**config.mk**
```make
export PLATFORM = sky130hd
export DESIGN_NAME = positional_pid_controller
export DESIGN_NICKNAME = d
export VERILOG_FILES = /design/src/hdl/ppid_pkg.sv /design/src/hdl/positional_pid_controller.sv
export SDC_FILE = /design/constraint.sdc
export NUM_CORES = 1
export LEC_CHECK = 0
export ABC_AREA = 1
export BUFFER_PORTS_ARGS = -buffer_cell sky130_fd_sc_hd__buf_2
export CAP_MARGIN = 30
export CORE_AREA = 5 5 243 245
export CTS_CLUSTER_DIAMETER = 80
export CTS_CLUSTER_SIZE = 30
export DETAILED_ROUTE_END_ITERATION = 8
export DIE_AREA = 0 0 248 250
export GPL_TIMING_DRIVEN = 0
export PLACE_DENSITY = 0.76
export SLEW_MARGIN = 20
export SYNTH_ARGS = -nofsm -noshare
export SYNTH_HDL_FRONTEND = slang
export SYNTH_SLANG_ARGS = --single-unit
```
**constraint.sdc**
```tcl
create_clock -name clk -period 9.88 [get_ports clk]
set_input_delay 0.988 -clock clk [delete_from_list [all_inputs] [get_ports clk]]
set_output_delay 0.988 -clock clk [all_outputs]
set_load 0.005 [all_outputs]
```
**src/hdl/ppid_pkg.sv**
```systemverilog
// Package for the positional PID controller: state codes, register indexes,
// multiplier constants and the 24-bit saturation helper.
// No dependencies.
package ppid_pkg;

  typedef enum logic [5:0] {
    ST_IDLE  = 6'b000001,
    ST_PREP  = 6'b000010,
    ST_MUL   = 6'b000100,
    ST_ACC   = 6'b001000,
    ST_ADDI  = 6'b010000,
    ST_CLAMP = 6'b100000
  } state_t;

  localparam logic [2:0] CFG_KP   = 3'd0;
  localparam logic [2:0] CFG_KI   = 3'd1;
  localparam logic [2:0] CFG_KD   = 3'd2;
  localparam logic [2:0] CFG_ILIM = 3'd3;
  localparam logic [2:0] CFG_OLIM = 3'd4;

  localparam logic [14:0] ILIM_RST = 15'd7000;
  localparam logic [14:0] OLIM_RST = 15'd32767;

  localparam logic [1:0] MUL_KPD  = 2'd0;
  localparam logic [1:0] MUL_D    = 2'd1;
  localparam logic [1:0] MUL_P    = 2'd2;
  localparam logic [1:0] MUL_I    = 2'd3;

  localparam int MUL_STEPS = 18;

  localparam logic signed [15:0] DRIVE_NEG_FULL = 16'sh8000;

  function automatic logic signed [23:0] sat24(input logic signed [24:0] v);
    logic signed [23:0] r;
    if (v > 25'sd8388607) begin
      r = 24'sh7FFFFF;
    end else if (v < -25'sd8388608) begin
      r = 24'sh800000;
    end else begin
      r = v[23:0];
    end
    return r;
  endfunction

endpackage

```
**src/hdl/positional_pid_controller.sv**
```systemverilog
// Positional PID controller with integral anti-windup and output clamp.
// Uses ppid_pkg; one bit-serial shift-add multiplier is shared by all products.
//
//   channel  direction  handshake            payload
//   in       input      in_valid/in_ready    in_measured_value, in_target_value
//   out      output     out_valid/out_ready  out_drive, out_integral_clamped,
//                                            out_output_clamped
//   cfg      input      cfg_we               cfg_idx, cfg_data
//
// Each beat passes from acceptance to a loaded result through one prepare step,
// four shift-add products over an 18-bit multiplier operand, each followed by one
// accumulate step, then an integral add step and a clamp step.
// Reset is synchronous and active low; it restores gains, limits and the loop state.
// A new beat is taken once the previous one has reached the output register.
// A stalled result waits in the clamp cycle until the output register is free.
module positional_pid_controller (
  input  logic               clk,
  input  logic               rst_n,
  input  logic               in_valid,
  output logic               in_ready,
  input  logic signed [15:0] in_measured_value,
  input  logic signed [15:0] in_target_value,
  output logic               out_valid,
  input  logic               out_ready,
  output logic signed [15:0] out_drive,
  output logic               out_integral_clamped,
  output logic               out_output_clamped,
  input  logic               cfg_we,
  input  logic [2:0]         cfg_idx,
  input  logic [15:0]        cfg_data
);

  ppid_pkg::state_t state_r, state_nxt;

  logic signed [15:0] kp_r, ki_r, kd_r;
  logic [14:0]        ilim_r, olim_r;
  logic signed [23:0] sum_r;
  logic signed [16:0] prev_r;

  logic signed [16:0] err_r;
  logic signed [17:0] diff_r;
  logic signed [23:0] sum1_r;
  logic signed [23:0] a_r;
  logic signed [25:0] hi_r;
  logic [17:0]        lo_r;
  logic [4:0]         cnt_r;
  logic [1:0]         sel_r;
  logic signed [34:0] tot_r;
  logic signed [15:0] icl_r;
  logic               iflag_r;

  logic               out_valid_r;
  logic signed [15:0] drive_r;
  logic               iclamp_r, oclamp_r;

  logic               in_acc, out_free, last_step;
  logic signed [16:0] err_in;
  logic signed [17:0] diff_in;
  logic signed [25:0] a_ext, addend, psum;
  logic signed [43:0] prod;
  logic signed [35:0] prod_s;
  logic signed [31:0] i_val, lim_pos, lim_neg;
  logic               i_hi, i_lo;
  logic signed [34:0] olim_pos, olim_neg;
  logic               o_hi, o_lo;
  logic signed [15:0] drive_c;
  logic signed [23:0] sum1_in, sum_back;

  assign in_ready  = (state_r == ppid_pkg::ST_IDLE);
  assign in_acc    = in_valid && in_ready;
  assign out_free  = !out_valid_r || out_ready;
  assign last_step = (cnt_r == 5'(ppid_pkg::MUL_STEPS - 1));

  assign err_in  = {in_target_value[15], in_target_value}
                 - {in_measured_value[15], in_measured_value};
  assign diff_in = {err_in[16], err_in} - {prev_r[16], prev_r};

  assign sum1_in  = ppid_pkg::sat24({sum_r[23], sum_r} + {{8{err_r[16]}}, err_r});
  assign sum_back = ppid_pkg::sat24({sum1_r[23], sum1_r} - {{8{err_r[16]}}, err_r});

  assign a_ext  = {{2{a_r[23]}}, a_r};
  assign addend = lo_r[0] ? (last_step ? -a_ext : a_ext) : 26'sd0;
  assign psum   = hi_r + addend;

  assign prod   = {hi_r, lo_r};
  assign prod_s = prod[43:8];

  assign i_val   = prod_s[31:0];
  assign lim_pos = {17'b0, ilim_r};
  assign lim_neg = -lim_pos;
  assign i_hi    = i_val > lim_pos;
  assign i_lo    = i_val < lim_neg;

  assign olim_pos = {20'b0, olim_r};
  assign olim_neg = -olim_pos;
  assign o_hi     = tot_r > olim_pos;
  assign o_lo     = tot_r < olim_neg;
  assign drive_c  = o_hi ? olim_pos[15:0] : (o_lo ? olim_neg[15:0] : tot_r[15:0]);

  always_comb begin
    state_nxt = state_r;
    unique case (state_r)
      ppid_pkg::ST_IDLE: begin
        if (in_acc) state_nxt = ppid_pkg::ST_PREP;
      end
      ppid_pkg::ST_PREP:  state_nxt = ppid_pkg::ST_MUL;
      ppid_pkg::ST_MUL: begin
        if (last_step) state_nxt = ppid_pkg::ST_ACC;
      end
      ppid_pkg::ST_ACC: begin
        state_nxt = (sel_r == ppid_pkg::MUL_I) ? ppid_pkg::ST_ADDI : ppid_pkg::ST_MUL;
      end
      ppid_pkg::ST_ADDI:  state_nxt = ppid_pkg::ST_CLAMP;
      ppid_pkg::ST_CLAMP: begin
        if (out_free) state_nxt = ppid_pkg::ST_IDLE;
      end
      default: state_nxt = ppid_pkg::ST_IDLE;
    endcase
  end

  always_ff @(posedge clk) begin
    if (!rst_n) begin
      state_r     <= ppid_pkg::ST_IDLE;
      out_valid_r <= 1'b0;
      sum_r       <= '0;
      prev_r      <= '0;
      kp_r        <= '0;
      ki_r        <= '0;
      kd_r        <= '0;
      ilim_r      <= ppid_pkg::ILIM_RST;
      olim_r      <= ppid_pkg::OLIM_RST;
    end else begin
      state_r <= state_nxt;
      if (state_r == ppid_pkg::ST_CLAMP && out_free) begin
        out_valid_r <= 1'b1;
      end else if (out_ready) begin
        out_valid_r <= 1'b0;
      end
      if (in_acc) prev_r <= err_in;
      if (state_r == ppid_pkg::ST_ADDI) sum_r <= iflag_r ? sum_back : sum1_r;
      if (cfg_we) begin
        unique case (cfg_idx)
          ppid_pkg::CFG_KP:   kp_r   <= cfg_data;
          ppid_pkg::CFG_KI:   ki_r   <= cfg_data;
          ppid_pkg::CFG_KD:   kd_r   <= cfg_data;
          ppid_pkg::CFG_ILIM: ilim_r <= cfg_data[14:0];
          ppid_pkg::CFG_OLIM: olim_r <= cfg_data[14:0];
          default: ;
        endcase
      end
    end
  end

  always_ff @(posedge clk) begin
    unique case (state_r)
      ppid_pkg::ST_IDLE: begin
        if (in_acc) begin
          err_r  <= err_in;
          diff_r <= diff_in;
        end
      end
      ppid_pkg::ST_PREP: begin
        sum1_r <= sum1_in;
        a_r    <= {{8{kd_r[15]}}, kd_r};
        lo_r   <= {{2{kp_r[15]}}, kp_r};
        hi_r   <= '0;
        cnt_r  <= '0;
        sel_r  <= ppid_pkg::MUL_KPD;
      end
      ppid_pkg::ST_MUL: begin
        hi_r  <= {psum[25], psum[25:1]};
        lo_r  <= {psum[0], lo_r[17:1]};
        cnt_r <= cnt_r + 5'd1;
      end
      ppid_pkg::ST_ACC: begin
        hi_r  <= '0;
        cnt_r <= '0;
        sel_r <= sel_r + 2'd1;
        case (sel_r)
          ppid_pkg::MUL_KPD: begin
            a_r  <= prod_s[23:0];
            lo_r <= diff_r;
          end
          ppid_pkg::MUL_D: begin
            tot_r <= prod_s[34:0];
            a_r   <= {{8{kp_r[15]}}, kp_r};
            lo_r  <= {err_r[16], err_r};
          end
          ppid_pkg::MUL_P: begin
            tot_r <= tot_r + {{10{prod_s[24]}}, prod_s[24:0]};
            a_r   <= sum1_r;
            lo_r  <= {{2{ki_r[15]}}, ki_r};
          end
          default: begin
            iflag_r <= i_hi || i_lo;
            icl_r   <= i_hi ? lim_pos[15:0] : (i_lo ? lim_neg[15:0] : i_val[15:0]);
          end
        endcase
      end
      ppid_pkg::ST_ADDI: begin
        tot_r <= tot_r + {{19{icl_r[15]}}, icl_r};
      end
      ppid_pkg::ST_CLAMP: begin
        if (out_free) begin
          drive_r  <= drive_c;
          iclamp_r <= iflag_r;
          oclamp_r <= o_hi || o_lo;
        end
      end
      default: ;
    endcase
  end

  assign out_valid            = out_valid_r;
  assign out_drive            = drive_r;
  assign out_integral_clamped = iclamp_r;
  assign out_output_clamped   = oclamp_r;

endmodule

```
Yosys cells after proc, flatten, opt, wreduce, memory -nomap -nowiden --
Index checks and enable logic that the tools add are counted.
Storage, ports and cells: flip-flop bits (word level) 330, output and inout bits 20
Cells by class: add/sub/neg operators 12, magnitude comparators 8, eq/ne operators 19, mux-type cells 26, bitwise logic cells 1, reduce and logical (&&, ||, !) cells 27
Operators with widths (number):
- one-hot mux 35 bit (2 select lines) | 2
- one-hot mux 18 bit (3 select lines) | 2
- 2-to-1 mux 24 bit | 4
- one-hot mux 24 bit (3 select lines) | 1
- adder 35 bit | 2
- 2-to-1 mux 26 bit | 2
- one-hot mux 26 bit (2 select lines) | 1
- greater-than comparator 25 x 24 -> 1 bit, second input constant | 2
- less-than comparator 25 x 24 -> 1 bit, second input constant | 2
- one-hot mux 24 bit (2 select lines) | 1
- one-hot mux 6 bit (6 select lines) | 1
- greater-than comparator 35 x 16 -> 1 bit | 1
- less-than comparator 35 bit | 1
- negator 15 -> 35 bit | 1
- greater-than comparator 32 x 16 -> 1 bit | 1
- less-than comparator 32 bit | 1
- 2-to-1 mux 16 bit | 2
- negator 15 -> 32 bit | 1
- 2-to-1 mux 15 bit | 2
- adder 26 bit | 1
- negator 24 -> 26 bit | 1
- adder 24 x 17 -> 25 bit | 1
- subtractor 24 x 17 -> 25 bit | 1
- AND reduction 2 bit | 11
- other kinds (36) | 48

Depth between registers and ports, before layout --
depth in word-level cells 5, mapped depth 27

Worst setup path after synthesis --
No wires, ideal clock.
kind flip-flop to flip-flop, start reg state_r[5], end reg tot_r[0], enable pin, library setup time 0.476 ns, arrival 3.451 ns, slack 5.953 ns, stages on the path, launching flop included 6, buffers on the path 2, cells stage by stage dfxtp_1 nor2_1 nand4_1 buf_2 clkbuf_1 o21ai_0
On the way: word-level cells in the longest chain between the ends 3, elaborated cells on any way between the ends 5
RTL lines:
- start: declaration | line positional_pid_controller.sv:33 | ppid_pkg::state_t state_r, state_nxt;
- start signal: assignment | line positional_pid_controller.sv:123 | state_r <= ppid_pkg::ST_IDLE;
- start signal: assignment | line positional_pid_controller.sv:133 | state_r <= state_nxt;
- == test 6 x 4 -> 1 bit or == test 6 x 5 -> 1 bit (tied branches) | line positional_pid_controller.sv:155 | unique case (state_r)
- != test 3 bit (no line) or nonzero test 2 bit (tied branches)
- AND reduction 2 bit (no line) *
- end signal: assignment | line positional_pid_controller.sv:185 | tot_r <= prod_s[34:0];
- end signal: assignment | line positional_pid_controller.sv:190 | tot_r <= tot_r + {{10{prod_s[24]}}, prod_s[24:0]};
- end signal: assignment | line positional_pid_controller.sv:201 | tot_r <= tot_r + {{19{icl_r[15]}}, icl_r};
- end: declaration | line positional_pid_controller.sv:48 | logic signed [34:0] tot_r;
Every way passes the cells marked *; elsewhere a longest branch is shown, timed or not. A chain may end at the register's enable or synchronous reset.

Final worst setup path --
start reg olim_r[1], end reg drive_r[6], in the netlist out_drive[6] (data pin)
On the way: word-level cells in the longest chain between the ends 4, elaborated cells on any way between the ends 5
RTL lines:
- start: declaration | line positional_pid_controller.sv:36 | logic [14:0] ilim_r, olim_r;
- start signal: assignment | line positional_pid_controller.sv:131 | olim_r <= ppid_pkg::OLIM_RST;
- start signal: assignment | line positional_pid_controller.sv:147 | ppid_pkg::CFG_OLIM: olim_r <= cfg_data[14:0];
- negator 15 -> 35 bit | line positional_pid_controller.sv:95 | assign olim_neg = -olim_pos;
- less-than comparator 35 bit | line positional_pid_controller.sv:97 | assign o_lo = tot_r < olim_neg;
- 2-to-1 mux 16 bit | line positional_pid_controller.sv:98 | assign drive_c = o_hi ? olim_pos[15:0] : (o_lo ? olim_neg[15:0] : tot_r[15:0]);
- 2-to-1 mux 15 bit * | line positional_pid_controller.sv:98
- via drive_c[6] | line positional_pid_controller.sv:66 | logic signed [15:0] drive_c;
- end signal: assignment | line positional_pid_controller.sv:205 | drive_r <= drive_c;
- end: declaration | line positional_pid_controller.sv:53 | logic signed [15:0] drive_r;
The timed path passes the listed nets; every way through them passes the cells marked *.

==> results by group <==
STA
  – Total negative slack: 0 ns
  – Setup Skew: 0.0447 ns
  – RSZ-0062 raised after global routing: no
  – Fin crit period: 4.30 ns
  – Worst relative slew slack: 39.4%
  – Least-Margin Pin Slew: 0.907 ns
  – Final worst setup slack: 5.58 ns
  – Worst hold slack: 0.474 ns
  – Final period util: 43.6%
  – Fmax: 232 MHz
  – Max Transition Viols Final: 0
  – # setup viols final: 0
  – Hold Fails Final Rpt: 0

CTS
  – CTS Buf Count: 25
  – Hold Buf Count CTS: 0
  – Clock buffer depth: 3
  – CTS tree: yes
  – Worst-Skew Late Latency: 0.60 ns
  – Clock Root Buffer: clkbuf_16
  – Post-CTS setup buffers: 0
  – # clock sinks: 329
  – H-tree level count: 1
  – CTS resizes: 0
  – Clk pin slew, worst setup/hold paths: 0.09 ns

Layout
  – Fin area: 30200 sq um
  – ANT cells: 0
  – Filler cell count: 5598
  – Finished Layout Cells: 4855
  – Area of the multi-input gates: 16900 sq um
  – Layout Nets: 4416
  – Syn-to-layout area delta: 8.37%
  – Fraction of layout cells with a size suffix above 1: 5.38%
  – Final core utilization: 53.1%
  – Storage cell area: 8620 sq um

Floorplanning
  – Die ar.: 62000 sq um
  – Starting density of the core: 49.0%
  – Die W: 248 um
  – # rows: 88
  – Core box area: 56900 sq um
  – I/O pin total: 76
  – Die extent in y: 250 um

Outcome
  – Status: finished clean

Global routing
  – Gr usage total: 28.5%
  – Overflow after GRT: 0
  – Largest net degree at the start of global routing: 45
  – Initial antenna violation count: 2
  – Vias in the first global route: 25900
  – First-pass GRT wire length: 141000 um

Synth
  – List of most frequent post-synthesis cells: nand2_1 (931), inv_1 (516), a21oi_1 (389)
  – Post-synthesis sequential area ratio: 30.9%
  – Gate Count Post-Synth: 3966
  – Synth Area in Compound Gates: 18.6%
  – Synth warnings: 0
  – Number of flops mapped to enable cells by yosys: 203
  – Post-synthesis adder-cell area fraction: 13.1%
  – Synth top area cells: edfxtp_1 (22%), ha_1 (13%), nand2_1 (13%)
  – Main combinational cell family by area after synthesis: simple AND/OR/NAND/NOR gates
  – Synth top area share: 21.9%
  – Number of synthesized register bits: 329
  – Ys async rst share: 0%
  – Synth Area in XOR/XNOR: 3.36%
  – Mux contribution to synthesized area: 0%
  – Library cells used by synthesis: 60
  – Syn_area_per_cell: 7.03 sq um
  – Mapped Area: 27900 sq um
  – Yosys top cell by area: edfxtp_1
  – Main synth FF type: edfxtp_1
  – Post-Synth Simple-Gate Area: 25.4%
  – Net Count, Synth: 4310
  – Most frequent cell after synthesis: nand2_1

Flow run
  – Max-Cap Viols: 0

Critical path
  – Nature of the critical path endpoint: flip-flop
  – Worst EP arrival: 4.64 ns
  – CP Launch Type: flip-flop
  – Worst Path Required: 10.21 ns
  – Crit path kind: reg2reg
  – R2R Setup Slk: 5.58 ns
  – Crit Path Max Fanout: 10

Placement
  – I/O Buffers: 74
  – Total placed cells including tap cells: 4810
  – RePlAce Congestion: 1.03
  – Dpl ws: 5.42 ns
  – Hpwl dp: 74500 um
  – Post-DP Area: 29300 sq um

Pwr
  – Overall Power: 3.56 mW
  – Leak: 13.9 nW
  – Peak VDD IR: 0.143 mV
  – PwrDens: 118 nW/um^2

Detailed routing
  – Initial DRC count: 2992
  – Routed WL per cell: 18.8 um
  – DRT Pass-1 Iters: 6
  – Routed Antenna Nets: 0
  – Vias per inst: 5.72
  – # DRC: 0
  – Total wire length: 91400 um
  – Via Count: 27800

Hold path
  – Hold crit path type: reg2reg
-- placed cells by master (no fill, tap or decap), types with 9 or more instances in the layout --
master and count:
ha_1 281, inv_1 516, a22oi_1 16, clkbuf_1 69, xor2_1 84, edfxtp_1 203, o21a_1 19, nor4_1 21
o21bai_1 20, buf_2 90, nor2_1 383, a21o_1 19, nand2_1 930, nand3_1 200, o21ai_1 9, a21oi_1 389
nor3_1 52, o21ai_0 309, o211ai_1 58, nor2_2 11, a21oi_2 11, dfxtp_1 126, xnor2_1 23, nand4_1 51
nand2_2 20, clkbuf_16 25, o22ai_1 16, a31oi_1 23
-- power breakdown --
group / total [mW] / internal (mW) / switching, mW
clock network: 1.13 / 0.519 / 0.613
registers: 1.61 / 1.55 / 0.0559
logic: 0.818 / 0.283 / 0.535
total: 3.56 / 2.35 / 1.20
-- layer usage --
metal  up-vias  share of wire (%)  global-route usage (%)
li1      13600                  -                       -
met1     12600                 39                    36.4
met2      1278                 46                    46.7
met3       286                8.5                    4.36
met4         4                6.4                    14.3
met5         -              0.030                       0
-- state kept, by name (all words and copies together), names as in the netlist --
name                  cells
a_r                      24
cnt_r                     5
diff_r                   18
err_r                    17
hi_r                     25
icl_r                    16
iflag_r                   1
ilim_r                   15
kd_r                     16
ki_r                     16
kp_r                     16
lo_r                     18
olim_r                   15
out_drive                16
out_integral_clamped      1
out_output_clamped        1
out_valid                 1
prev_r                   17
sel_r                     2
state_r                   6
sum1_r                   24
sum_r                    24
tot_r                    35
-- path summary, 6_finish.rpt --
kind / startpoint / to / cells after the start
max reg2reg: olim_r[1] / out_drive[6] / 21
max: olim_r[1] / out_drive[6] / 21
min: sum_r[7] / sum_r[7] / 2
min reg2reg: sum_r[7] / sum_r[7] / 2
-- worst max-delay path, cell delays in order (launching register included) --
cell and delay (ns):
dfxtp_1 0.34, inv_1 0.11, ha_1 0.20, nand2_1 0.07, nor2_1 0.18, nand3_1 0.16
nor2_1 0.17, nand4_1 0.20, nor2_1 0.27, inv_2 0.12, nor4_1 0.53, ha_1 0.37
a21oi_1 0.15, o21a_1 0.13, a21oi_1 0.06, nor2_1 0.18, nand4_2 0.25, nand2_4 0.21
buf_6 0.16, nand2_1 0.05, nand3_1 0.08, nand2_1 0.06
-- final cells by class --
cell class	instances	share of cell area (%)
inverters	523	6.50
repair buffers	79	1.52
plain buffers	97	1.46
flip-flops and latches	329	28.5
multi-input cells	3017	55.9
clock inverters	19	0.878
well taps	765	3.17
clock buffers	26	2.08
-- logic make-up after synthesis --
logic type,Yosys count
simple gates,1696
compound gates,926
buf+inv,620
flops,329
fa+ha+maj,288
xor+xnor,107
No activity file was read; power rests on OpenSTA's default activity.
